[src/sv/swg_pkg.sv]
package swg_pkg;

	localparam int CFG_IDX_W  = 2;
	localparam int CFG_DATA_W = 16;

	localparam logic [CFG_IDX_W-1:0] CFG_WINDOW_TYPE   = 2'd0;
	localparam logic [CFG_IDX_W-1:0] CFG_WINDOW_LENGTH = 2'd1;
	localparam logic [CFG_IDX_W-1:0] CFG_HALF_WIDTH    = 2'd2;

	localparam logic [2:0] WIN_RECT     = 3'd0;
	localparam logic [2:0] WIN_HAMMING  = 3'd1;
	localparam logic [2:0] WIN_HANN     = 3'd2;
	localparam logic [2:0] WIN_GAUSS    = 3'd3;
	localparam logic [2:0] WIN_BLACKMAN = 3'd4;

	localparam logic [2:0]  RST_WINDOW_TYPE   = WIN_HAMMING;
	localparam logic [12:0] RST_WINDOW_LENGTH = 13'd256;
	localparam logic [15:0] RST_HALF_WIDTH    = 16'd32768;

	localparam logic [29:0] ONE28      = 30'h1000_0000;
	localparam logic [30:0] ONE30      = 31'h4000_0000;
	localparam logic [29:0] HAM_BIAS   = 30'd21474836;
	localparam logic [26:0] HAM_GAIN   = 27'd123480310;
	localparam logic [24:0] BLK_COEF   = 25'd21474836;
	localparam logic [29:0] BLK_OFFSET = 30'd42949672;

	localparam int QUEUE_DEPTH = 4;
	localparam int DIV_STEPS   = 16;
	localparam int COS_LAT     = 7;
	localparam int GAUSS_LAT   = 28;

	typedef struct packed {
		logic        oor;
		logic [2:0]  wtype;
		logic [12:0] span;
		logic [28:0] den;
	} swg_item_t;

	typedef struct packed {
		logic       oor;
		logic       pass;
		logic [2:0] wtype;
	} swg_side_t;

	typedef struct packed {
		logic empty;
		logic full;
	} swg_qstat_t;

	// Taylor coefficients pi^2k/(2k)! in Q28.
	function automatic logic [30:0] cos_coef(input int k);
		logic [30:0] c;
		case (k)
			0:       c = 31'd268435456;
			1:       c = 31'd1324675879;
			2:       c = 31'd1089502240;
			3:       c = 31'd358431870;
			4:       c = 31'd63171085;
			5:       c = 31'd6927485;
			default: c = '0;
		endcase
		return c;
	endfunction

	// floor(2^32 / k) for the series divisors.
	function automatic logic [32:0] recip_coef(input int k);
		logic [32:0] m;
		case (k)
			1:       m = 33'd4294967296;
			2:       m = 33'd2147483648;
			3:       m = 33'd1431655765;
			4:       m = 33'd1073741824;
			5:       m = 33'd858993459;
			6:       m = 33'd715827882;
			7:       m = 33'd613566756;
			8:       m = 33'd536870912;
			default: m = '0;
		endcase
		return m;
	endfunction

endpackage

[src/sv/swg_queue.sv]
module swg_queue (
	input  logic                clk,
	input  logic                arst_n,
	input  logic                push,
	input  swg_pkg::swg_item_t  push_item,
	input  logic                pop,
	output swg_pkg::swg_item_t  head,
	output swg_pkg::swg_qstat_t qstat
);
	import swg_pkg::*;

	localparam int PTR_W = $clog2(QUEUE_DEPTH);
	localparam int CNT_W = $clog2(QUEUE_DEPTH + 1);

	swg_item_t        mem_q [QUEUE_DEPTH];
	logic [PTR_W-1:0] wr_ptr_q;
	logic [PTR_W-1:0] rd_ptr_q;
	logic [CNT_W-1:0] count_q;

	assign head        = mem_q[rd_ptr_q];
	assign qstat.empty = (count_q == '0);
	assign qstat.full  = (count_q == CNT_W'(QUEUE_DEPTH));

	always_ff @(posedge clk) begin
		if (push) begin
			mem_q[wr_ptr_q] <= push_item;
		end
	end

	always_ff @(posedge clk or negedge arst_n) begin
		if (!arst_n) begin
			wr_ptr_q <= '0;
			rd_ptr_q <= '0;
			count_q  <= '0;
		end else begin
			if (push) begin
				wr_ptr_q <= wr_ptr_q + 1'b1;
			end
			if (pop) begin
				rd_ptr_q <= rd_ptr_q + 1'b1;
			end
			unique case ({push, pop})
				2'b10:   count_q <= count_q + 1'b1;
				2'b01:   count_q <= count_q - 1'b1;
				default: count_q <= count_q;
			endcase
		end
	end

endmodule

[config.mk]
export PLATFORM = sky130hd
export DESIGN_NAME = swg_queue
export DESIGN_NICKNAME = d
export VERILOG_FILES = /design/src/sv/swg_pkg.sv /design/src/sv/swg_queue.sv
export SDC_FILE = /design/constraint.sdc
export NUM_CORES = 1
export LEC_CHECK = 0
export ABC_AREA = 0
export CORE_MARGIN = 2
export CORE_UTILIZATION = 45
export CTS_BUF_LIST = sky130_fd_sc_hd__clkbuf_16
export DETAILED_ROUTE_END_ITERATION = 10
export DONT_BUFFER_PORTS = 1
export PLACE_DENSITY = 0.69
export SETUP_SLACK_MARGIN = 0.2
export SYNTH_ARGS = -nofsm -noshare
export SYNTH_HDL_FRONTEND = slang
export SYNTH_SLANG_ARGS = --single-unit
[constraint.sdc]
create_clock -name clk -period 2.6 [get_ports clk]
set_clock_uncertainty 0.1 [all_clocks]
set_input_delay 0.13 -clock clk [delete_from_list [all_inputs] [get_ports clk]]
set_output_delay 0.13 -clock clk [all_outputs]
set_load 0.02 [all_outputs]
-- Yosys cells after proc, flatten, opt, wreduce, memory -nomap -nowiden
Memory sizes are Yosys's and may differ from the RTL's.
Index checks and enable logic that the tools add are counted.
- word-level logic and storage cells: 16
- memories kept: 1
- bits of input ports: 50
- register bits: 7
- output and inout bits: 48
- latch bits: 0
- bits in writable memories: 184
- bits in read-only memories: 0
- multiply operators: 0
- $lt $le $gt $ge: 0
- bitwise gates (word level): 0
- muxes and demuxes: 3
- add/sub/neg operators: 4
- div/mod/pow operators: 0
- reductions and logical operators: 2
- shifts and indexed selects: 0
- equal/unequal tests: 3
- memories (name ; depth ; width ; rd ports ; clocked after Yosys merged registers in ; write ports ; RTL line ; RTL):
    mem_q ; 4 ; 46 ; 1 ; 0 ; 1 ; swg_queue.sv:15 ; swg_item_t mem_q [QUEUE_DEPTH];
- operators by type and width (operator ; number):
    one-hot mux 3 bit (2 select lines) ; 1
    adder 2 x 1 -> 2 bit, second input constant ; 2
    adder 3 x 1 -> 3 bit, second input constant ; 1
    equality test 3 bit, second input constant ; 1
    logical NOT 3 bit ; 1
    subtractor 3 x 1 -> 3 bit, second input constant ; 1
    equality test 2 x 1 -> 1 bit, second input constant ; 1
    equality test 2 bit, second input constant ; 1
    2-to-1 mux 1 bit ; 2
    nonzero test 2 bit ; 1

-- Longest topological paths before layout
- depth after elaboration: 2
- depth in mapped cells: 7
- depth with buffers taken out: 7

-- Worst setup path after synthesis
OpenSTA, ideal clock, no wires.
- path kind: flip-flop to flip-flop
- from: reg wr_ptr_q[0]
- to: mem mem_q[2][0] (netlist name), enable pin
- path buffers: 0
- slack: 369 ps
- required time: 2092 ps
- stages on the path, launching flop included: 4
- library setup time: 408 ps
- arrival: 1723 ps
- clock period less this slack: 2231 ps
- cell sequence: dfrtp_1 inv_1 ha_1 and2_1
- RTL lines (item ; RTL line ; RTL):
    start, declared ; swg_queue.sv:16 ; logic [PTR_W-1:0] wr_ptr_q;
    start signal, assigned ; swg_queue.sv:37 ; wr_ptr_q <= wr_ptr_q + 1'b1;
    end, declared ; swg_queue.sv:15 ;
No word-level cell before the write port.

==> impl_metrics.toml <==
[critical_path]
critical_path.endpoint_type = "primary output"
worstPathCellList = "buf_4, mux4_2"
cp_data_required_time_ns = 2.37
cp_max_fo = 14
cp.arrival_ns = 2.00
worst-setup-path-type = "reg2out"
cp_slowest_cell = "dfrtp_4"
start_kind = "register"
critPathMaxStageDelay_ns = 0.66

[placement]
portBuffers = 0
dp_hpwl_mm = 6.59
place.gp.congestion = 0.717
dpl_cell_area_um2 = 7350

[yosys]
syn-num-nets = 333
syn_area_um2 = 7030
synthCells = 277
yosysUniqueCellTypes = 18
ys_warn_count = 0
avgSynthCellArea_um2 = 25.4
seq_area_frac_synth_pct = 81.1
synth_seq_cells = 191

[cells_and_area]
area_delta_synth_final_pct = 20.5
final_cell_mix = "edfxtp_1, dlygate4sd3_1, mux4_2"
final_nets = 402
final_common_cell = "edfxtp_1"
drive_gt1_share_pct = 25.6
design_area_um2 = 8470
antennaDiodeCount = 0

[sta]
fmax_ghz = 0.449
slew_headroom_pct = 54.8
worst_pin_slew_ns = 0.673
hold_viol = 0
timing.final.crit_share_pct = 85.7
setup-tns-final_ns = 0
drv_slew = 0
setup_violations = 0
rsz0062_at_grt = "no"
whs_ns = 0.0813
final.min_clock_period_ns = 2.23

[pwr]
seq_power_share_pct = 45.2
power_frac_comb_pct = 27.7
p_switching_mw = 2.94
p_int_mw = 6.60
p_leak_nw = 2.76
ir_drop_mv = 0.612
pwr-share-clk_pct = 27.1
power_density_nw_per_um2 = 1130
power.share.switching_pct = 30.8

[drt]
vias = 2942
dr.pass1.iters = 4
drc = 0
finalWirelength_mm = 11.6
wire_per_inst_um = 20.4
drtIter0Drc = 213
vias_per_cell = 5.16
ant_nets = 0

[die]
core_area_um2 = 15300
die_w_um = 129
io_pins = 98
start_util_pct = 46.1
die_y_um = 129
rows = 45
die_area_um2 = 16600

[global_routing]
grt_pass1_vias = 3208
use_met2_pct = 24.2
grtUsageTotal_pct = 15.0
antenna_found_initial = 0
use_met3_pct = 4.74
top_usage_layer = "met2"
gr-usage-met1_pct = 18.8
grt_pass1_wl_mm = 18.0
grt_max_degree = 47
overflow = 0

[clock_tree]
clk_pin_slew_ns = 0.07
clockRootBuffer = "clkbuf_16"
htreeDepth = 4
cts_tree = "built"
clock_latency_ns = 0.42
cts.sinks = 191
cts_buffers = 17
clk_path_buf_depth = 2

[min_path]
hold_class = "in2reg"

[job]
maxCapViolations = 0

[status]
outcome = "completed"
[synthesized netlist by cell type, drive strengths merged]
| cell type | number | area (µm²) |
|---|---|---|
| edfxtp | 184 | 5530 |
| mux4 | 46 | 1040 |
| buf | 9 | 68.8 |
| dfrtp | 7 | 175 |
| inv | 6 | 22.5 |
| ha | 5 | 62.6 |
| and2 | 4 | 25.0 |
| xor2 | 4 | 35.0 |
| nand2 | 3 | 11.3 |
| o21ai | 2 | 10.0 |
| xnor2 | 2 | 17.5 |
| and3 | 1 | 6.26 |
| clkbuf | 1 | 3.75 |
| fa | 1 | 20.0 |
| nor2 | 1 | 3.75 |
| nor3 | 1 | 5.00 |
[cell families after synthesis]
logic type,after synthesis,synth area share [%]
and+or+nand+nor,10,0.730
muxes,46,14.7
DFF,191,81.1
buffers and inverters,16,1.35
adders and majority gates,6,1.18
AOI/OAI and AO/OA,2,0.142
xor gates and xnor gates,6,0.748
[repair_timing]
item                                   4_1_cts  5_1_grt
gates resized for setup                      0        0
hold buffers                                50        0
endpoints found under the hold margin      198        0
setup endpoints to repair                   10        0
buffers inserted                             1        0
[area by class of cell]
class | count | area (µm²)
Multi-Input combinational cell | 70 | 1240
Clock inverter | 15 | 170
Tap cell | 211 | 264
Sequential cell | 191 | 5710
Fill cell | 1123 | 6790
Timing Repair Buffer | 60 | 646
Inverter | 6 | 22.5
Clock buffer | 17 | 425
[power groups by stage]
| stage | Clock, mW | Sequential [mW] | Combinational [mW] |
|---|---|---|---|
| after CTS | 2.65 | 4.32 | 2.71 |
| after global placement | 0 | 4.41 | 2.47 |
| final | 2.59 | 4.31 | 2.64 |
| after floorplan | 0 | 4.21 | 2.20 |
| after detailed placement | 0 | 4.44 | 2.50 |
| after global routing | 2.76 | 4.37 | 2.82 |
[sequential cells by signal, summed over array words and instances (netlist names)]
signal / flops
wr_ptr_q: 2
rd_ptr_q: 2
mem_q: 184
count_q: 3
[metrics by stage]
step	worst slack (ns)	utilization [%]	instances	power, mW
global placement	0.621	48.2	487	6.88
detailed placement	0.609	48.2	487	6.94
CTS	0.316	55.5	570	9.68
global route	0.266	55.5	570	9.96
floorplan	0.369	-	277	6.41
finish	0.373	55.5	570	9.54
[worst paths after layout]
check	startpoint	endpoint	slack [ns]	depth (start not counted)
hold reg to reg	count_q[2]	count_q[2]	0.41	1
setup / recovery	rd_ptr_q[0]	head[2]	0.37	2
max in group asynchronous	arst_n	rd_ptr_q[0]	1.64	2
setup reg to reg	wr_ptr_q[1]	mem_q[1][37]	0.88	4
hold / removal	push	mem_q[1][26]	0.08	1
min in group asynchronous	arst_n	count_q[2]	0.50	2
[layer usage]
| metal | share of wire [%] | routed length [µm] |
|---|---|---|
| met3 | 5.3 | 617 |
| met5 | 0 | 0 |
| met2 | 50 | 5780 |
| met1 | 43 | 5010 |
| met4 | 1.8 | 205 |
[critical path: cells and delay by family (launching register included)]
family | cells | cell delay, ns
flip-flops | 1 | 0.66
multiplexers | 1 | 0.61
buffers and inverters | 1 | 0.30
(Power assumes the default switching activity.)
