--- src/sv/swg_pkg.sv ---
package swg_pkg;

	localparam int CFG_IDX_W  = 2;
	localparam int CFG_DATA_W = 16;

	localparam logic [CFG_IDX_W-1:0] CFG_WINDOW_TYPE   = 2'd0;
	localparam logic [CFG_IDX_W-1:0] CFG_WINDOW_LENGTH = 2'd1;
	localparam logic [CFG_IDX_W-1:0] CFG_HALF_WIDTH    = 2'd2;

	localparam logic [2:0] WIN_RECT     = 3'd0;
	localparam logic [2:0] WIN_HAMMING  = 3'd1;
	localparam logic [2:0] WIN_HANN     = 3'd2;
	localparam logic [2:0] WIN_GAUSS    = 3'd3;
	localparam logic [2:0] WIN_BLACKMAN = 3'd4;

	localparam logic [2:0]  RST_WINDOW_TYPE   = WIN_HAMMING;
	localparam logic [12:0] RST_WINDOW_LENGTH = 13'd256;
	localparam logic [15:0] RST_HALF_WIDTH    = 16'd32768;

	localparam logic [29:0] ONE28      = 30'h1000_0000;
	localparam logic [30:0] ONE30      = 31'h4000_0000;
	localparam logic [29:0] HAM_BIAS   = 30'd21474836;
	localparam logic [26:0] HAM_GAIN   = 27'd123480310;
	localparam logic [24:0] BLK_COEF   = 25'd21474836;
	localparam logic [29:0] BLK_OFFSET = 30'd42949672;

	localparam int QUEUE_DEPTH = 4;
	localparam int DIV_STEPS   = 16;
	localparam int COS_LAT     = 7;
	localparam int GAUSS_LAT   = 28;

	typedef struct packed {
		logic        oor;
		logic [2:0]  wtype;
		logic [12:0] span;
		logic [28:0] den;
	} swg_item_t;

	typedef struct packed {
		logic       oor;
		logic       pass;
		logic [2:0] wtype;
	} swg_side_t;

	typedef struct packed {
		logic empty;
		logic full;
	} swg_qstat_t;

	// Taylor coefficients pi^2k/(2k)! in Q28.
	function automatic logic [30:0] cos_coef(input int k);
		logic [30:0] c;
		case (k)
			0:       c = 31'd268435456;
			1:       c = 31'd1324675879;
			2:       c = 31'd1089502240;
			3:       c = 31'd358431870;
			4:       c = 31'd63171085;
			5:       c = 31'd6927485;
			default: c = '0;
		endcase
		return c;
	endfunction

	// floor(2^32 / k) for the series divisors.
	function automatic logic [32:0] recip_coef(input int k);
		logic [32:0] m;
		case (k)
			1:       m = 33'd4294967296;
			2:       m = 33'd2147483648;
			3:       m = 33'd1431655765;
			4:       m = 33'd1073741824;
			5:       m = 33'd858993459;
			6:       m = 33'd715827882;
			7:       m = 33'd613566756;
			8:       m = 33'd536870912;
			default: m = '0;
		endcase
		return m;
	endfunction

endpackage

--- src/sv/swg_front.sv ---
module swg_front #(
	parameter int MAX_LENGTH = 4096
) (
	input  logic               clk,
	input  logic               arst_n,
	input  logic               in_valid,
	output logic               in_stall,
	input  logic [11:0]        sample_index,
	input  logic [12:0]        window_length,
	input  logic [15:0]        half_width,
	input  logic [2:0]         window_type,
	input  swg_pkg::swg_qstat_t qstat,
	output swg_pkg::swg_item_t  item,
	output logic               push
);
	import swg_pkg::*;

	localparam logic [16:0] LEN_CAP = 17'(MAX_LENGTH);

	logic        valid_s1;
	swg_item_t   item_s1;
	logic        accept;
	logic [16:0] len_ext;
	logic [12:0] n;
	logic [12:0] twice_i;
	swg_item_t   item_new;

	assign len_ext = {4'd0, window_length};
	assign n       = (len_ext > LEN_CAP) ? LEN_CAP[12:0] : window_length;
	assign twice_i = {sample_index, 1'b0};

	always_comb begin
		item_new.oor   = ({1'b0, sample_index} >= n);
		item_new.wtype = window_type;
		item_new.span  = (twice_i >= n) ? (twice_i - n) : (n - twice_i);
		item_new.den   = 29'(half_width) * 29'(n);
	end

	assign in_stall = valid_s1 && qstat.full;
	assign accept   = in_valid && !in_stall;
	assign push     = valid_s1 && !qstat.full;
	assign item     = item_s1;

	always_ff @(posedge clk or negedge arst_n) begin
		if (!arst_n) begin
			valid_s1 <= 1'b0;
		end else if (accept) begin
			valid_s1 <= 1'b1;
		end else if (push) begin
			valid_s1 <= 1'b0;
		end
	end

	always_ff @(posedge clk) begin
		if (accept) begin
			item_s1 <= item_new;
		end
	end

endmodule

--- config.mk ---
export PLATFORM = sky130hd
export DESIGN_NAME = swg_front
export DESIGN_NICKNAME = d
export VERILOG_FILES = /design/src/sv/swg_pkg.sv /design/src/sv/swg_front.sv
export SDC_FILE = /design/constraint.sdc
export NUM_CORES = 1
export LEC_CHECK = 0
export BUFFER_PORTS_ARGS = -buffer_cell sky130_fd_sc_hd__buf_2
export CAP_MARGIN = 20
export CORE_MARGIN = 10
export CORE_UTILIZATION = 40
export DETAILED_ROUTE_END_ITERATION = 10
export PLACE_DENSITY = 0.59
export SYNTH_ARGS = -nofsm -noshare
export SYNTH_HDL_FRONTEND = slang
export SYNTH_SLANG_ARGS = --single-unit
--- constraint.sdc ---
create_clock -name clk -period 3.16 [get_ports clk]
set_input_delay 0.632 -clock clk [delete_from_list [all_inputs] [get_ports clk]]
set_output_delay 0.632 -clock clk [all_outputs]
set_load 0.02 [all_outputs]
# Word-level counts from Yosys, hierarchy flattened
# Index checks and enable logic that the tools add are counted.
[totals] reg_bits=47 latchBits=0 ram_bits=0 n_memories=0 inputBits=49 word_cells=21 mem_bits_ro=0 out_inout_bits=48
[classes] n_lt_le_gt_ge=3 shift=0 bitwise_logic=0 addsub=2 n_mux=4 div=0 n_reduce_logical=6 n_eq_ne=0 mul=1
[op_table] cell="$mul 16x13->29" count=1
[op_table] cell="$mux 13" count=2
[op_table] cell="$sub 13x13->13" count=2
[op_table] cell="$ge 12x13->1" count=1
[op_table] cell="$ge 13x13->1" count=1
[op_table] cell="$gt 13x13->1 const B" count=1
[op_table] cell="$logic_and 1x1->1" count=3
[op_table] cell="$logic_not 1->1" count=2
[op_table] cell="$mux 1" count=2
[op_table] cell="$reduce_bool 2->1" count=1

# Logic depth before layout (Yosys ltp)
[logic_depth] depth_word=4 depth_mapped=23 depth_no_buf=20

# Least setup slack after synthesis
# OpenSTA, ideal clock, no wires.
[synth_path] path_type="input -> register" from="input port window_length[12]" to="register item_s1 (netlist bit item[28]), data pin" setup_time_ps=272 cell_stages=22 t_required_ps=2888 path_buffers=3 arrival_ps=6300 setup_slack_ps=-3412 path_cell_list="clkbuf_1 > clkbuf_1 > nor2b_1 > clkbuf_1 > and2_1 > fa_1 > inv_1 > fa_1 > inv_1 > fa_1 > fa_1 > inv_1 > fa_1 > inv_1 > ha_1 > a21o_1 > a21o_1 > a211o_1 > a221oi_4 > o21ai_2 > and4_4 > or4_1"
[synth_rtl] element="start: declaration" line_no="swg_front.sv:9" source="input logic [12:0] window_length,"
[synth_rtl] element="end signal: assignment" line_no="swg_front.sv:56" source="item_s1 <= item_new;"
[synth_rtl] element="end: declaration" line_no="swg_front.sv:21" source="swg_item_t item_s1;"

==> impl.org <==
** Logic synthesis
- The synthesized design contains 47 register bits.
- Warning count from the yosys run :: 0
- Synthesis handed over a netlist of 1085 instances.
- The synthesized design contains 46 enable-type register cells.
- Portion of the post-synthesis area used by sequential elements :: 0.1446
- For this run, the leading register cell type out of synthesis is edfxtp_1.
- Summed instance area of the synthesized netlist :: 9723 sq um
- Average footprint of a synthesized cell :: 8.961 sq um
- Synth async-reset ratio :: 0.02128
- The netlist uses 51 different library cells.
- The number of nets in the synthesized netlist is 1399.

** Layout
- Synthesis-to-finish area growth :: 35.44%
- Area of the multi-input gates :: 7969 sq um
- Number of nets in the final layout :: 1669
- The number of antenna diodes in the final layout is 0.
- Most common cell after layout, fill and taps aside :: inv_1
- After filler insertion, the fill cell instance count of the layout stands at 2218.
- Of the cells placed in the final design, the portion with a size suffix greater than 1 is 0.3370.
- Measured on the finished design, the core utilization comes to 0.5561.
- Leaving out fill and tap cells, the most frequent cells in the layout are 209 x inv_1, 176 x buf_4, 149 x fa_1.
- Summing all flip-flop and latch instances after layout gives 1406 sq um.
- The finished cells cover 13170 sq um.

** Floorplan
- Die Outline Area :: 30940 sq um
- CORE AREA :: 23680 sq um
- Horizontal extent of the die :: 175.9 microns
- Site row count :: 56
- Floorplan die height :: 175.9 microns
- For this configuration, the core starts out at a cell density of 0.4106.
- Top Ports :: 97

** Worst setup path
- In this run the worst path has a maximum fanout of 6.
- Worst Setup End Kind :: register
- The critical path crosses 22 cells after its start point.
- Worst path top cell family by delay :: adder cells
- The largest single stage delay on the critical path is 0.54 ns.
- STA puts the critical path data arrival time at 5.63 ns.
- Launching element type of the critical path :: input port
- Reg-to-reg startpoint :: valid_s1
- Kind of critical path :: input port to register
- Series of cell instances along the critical path :: buf_12 > nor2b_1 > buf_4 > nand2_2 > fa_1 > inv_1 > ha_1 > inv_1 > fa_1 > inv_1 > fa_1 > inv_2 > fa_1 > inv_2 > ha_4 > a21o_1 > a21o_1 > a211o_1 > a221oi_4 > o21ai_2 > and4_4 > or4_1
- Master of the slowest instance on the critical path :: fa_1
- The most critical setup path has its startpoint at window_length[12].
- Required time at the worst-slack endpoint :: 3.21 ns
- Among the stages of the critical path, the cell type that occurs most often is fa_1.
- Reg2reg path depth :: 3
- Buffers plus inverters on the worst setup path :: 7

** Clock tree
- The H-tree was split into 2 levels.
- Clock slew at the register clock pins of the worst setup and hold paths :: 0.07 ns
- No sink is reached through more buffers than the 2 on the longest clock path.
- TritonCTS created 5 clock buffers.
- The tree is rooted in a clkbuf_16.
- Clock tree synthesis found a total of 47 sinks.
- For the worst-skew pair, the clock arrives at the later sink with an insertion delay of 0.31 ns.
- TritonCTS built the clock tree.
- Count of hold buffers inserted by post-cts repair :: 0

** Global route
- Number of antenna violations at the first check in global routing :: 0
- Number of global-route vias before repair :: 8726
- Wire length of the first global-routing pass :: 43700 microns
- The total overflow left after global routing is 0.
- Pin count of the biggest net entering global routing :: 30
- Across every metal layer, demand over resource in global routing totals 0.1728.

** STA
- The count of endpoints failing hold in the final timing report was 0.
- Dividing the final minimum period by the clock period gives 1.768.
- Final setup margin :: -2.426 ns
- Hold Slack :: 0.09158 ns
- The worst path in the final design needs a cycle of 5.586 ns, including I/O delays and setup.
- The worst pin sits at a relative slew slack of 0.6002.
- For the pin with the worst max-slew slack, the measured transition is 0.5985 ns.
- Worst Skew :: 0.006891 ns
- The number of pins with negative max-slew slack in the final report was 0.
- Unrepaired setup endpoints after global routing :: true
- Setup violations remaining at the end of the flow were counted as 25.
- Total Neg Setup Slack :: -46.61 ns
- Highest attainable clock frequency :: 179.0 MHz

** Route
- Dividing the detail-routed via count by the number of cells gives 4.839.
- The count of nets left with antenna violations once routing finished came out at 0.
- Across all layers, the routed design uses 8105 vias.
- For this run, the detailed router's first-pass iteration total came to 5.
- Routed wirelength normalized by instance count :: 15.56 microns
- Drc violations :: 0
- Drt first-iter violations :: 411
- The final layout contains routed wiring with a total length of 26060 microns.

** Outcome
- The final reports fail on setup timing.
- The run finished, with violations left.

** Placed design
- Number of buffer cells added on primary ports :: 95
- The placed instances occupy a cell area of 11940 sq um.
- At the end of routability-driven placement, the weighted congestion stood at 0.8674.
- DP HPWL :: 21090 microns

** Power
- Power per unit of standard cell area :: 614.9 nW/um^2
- Peak ir drop on the vdd network :: 0.5409 mV
- After layout, the design draws a total of 8.097 mW.
- Cell leakage power :: 6.552 nW

** Hold path
- Path type of the worst min-delay path :: input port to asynchronous set/reset pin

** Run
- Number of violations of the max-capacitance limit :: 0
[sequential cells by signal, summed over array words and instances (netlist names)]
signal    count
valid_s1      1
item         46
[timing repair]
action | in CTS | in global routing
pin swaps | 42 | 38
cloned | 3 | 1
buffers inserted | 18 | 16
gates resized for setup | 135 | 52
endpoints found under the setup margin | 29 | 35
[synth_stat cells, drive strengths merged, types with 4 or more instances]
| cell type | count | area [sq um] |
|---|---|---|
| inv | 232 | 870.8 |
| ha | 109 | 1364 |
| o21bai | 6 | 45.04 |
| nor3 | 7 | 35.03 |
| nand2 | 146 | 548.0 |
| clkbuf | 49 | 183.9 |
| nor2 | 18 | 67.56 |
| mux2i | 4 | 40.04 |
| o21a | 6 | 45.04 |
| nand3 | 13 | 65.06 |
| edfxtp | 46 | 1381 |
| fa | 156 | 3123 |
| o211ai | 6 | 45.04 |
| xor2 | 14 | 122.6 |
| a31oi | 4 | 25.02 |
| a21oi | 41 | 205.2 |
| xnor2 | 20 | 175.2 |
| nand4 | 5 | 31.28 |
| and3 | 4 | 25.02 |
| o21ai | 27 | 138.9 |
| nor2b | 23 | 143.9 |
| a21o | 16 | 120.1 |
| and2 | 97 | 608.1 |
[report_power, final]
part	internal (mW)	switching, mW	total (mW)
Clock	0.290	0.265	0.555
Sequential	1.01	0.0290	1.04
Combinational	3.15	3.35	6.50
Total	4.45	3.65	8.10
[path summary, 6_finish.rpt]
| kind | to | slack (ns) |
|---|---|---|
| min in group clk | item[43] | 0.51 |
| worst max-delay path | item[28] | -2.43 |
| worst min-delay path | valid_s1 | 0.09 |
| worst max register to register | item[45] | 1.50 |
| worst min register to register | valid_s1 | 0.68 |
| max in group asynchronous | valid_s1 | 2.98 |
[per-layer routing]
layer / global-route usage / wire length, microns / vias up
met3: 0.02166 / 964 / 19
met1: 0.2130 / 11290 / 4039
li1: - / - / 3898
met2: 0.3136 / 13430 / 149
met4: 0.04027 / 375 / 0
met5: 0 / 0 / -
[cells by family after synthesis]
group | after synthesis | synth area share
and+or+nand+nor | 323 | 0.1641
buffers and inverters | 283 | 0.1095
adders and majority gates | 265 | 0.4615
AOI/OAI and AO/OA | 129 | 0.08558
DFF | 47 | 0.1446
xor gates and xnor gates | 34 | 0.03063
muxes | 4 | 0.004118
[through the flow]
stage                     cells  setup slack, ns
after global placement     1634           -2.931
final                      1675           -2.426
after floorplan            1085           -2.709
after detailed placement   1634           -2.985
after global routing       1675           -2.610
after CTS                  1662           -2.392
[worst reg2reg max path, delay by kind of cell (launching register included)]
family	cells	cell delay, ns
flops	1	0.36
simple gates	2	0.68
buf+inv	1	0.28
[cell type report]
class,count,share of cell area
clock buffer,5,0.009501
clock inverter,3,0.001140
inverter,232,0.06613
multi-input combinational,756,0.6051
sequential,47,0.1068
tap,319,0.03031
timing repair buffer,313,0.1810
Note: power is estimated with default switching activity, not from simulation.
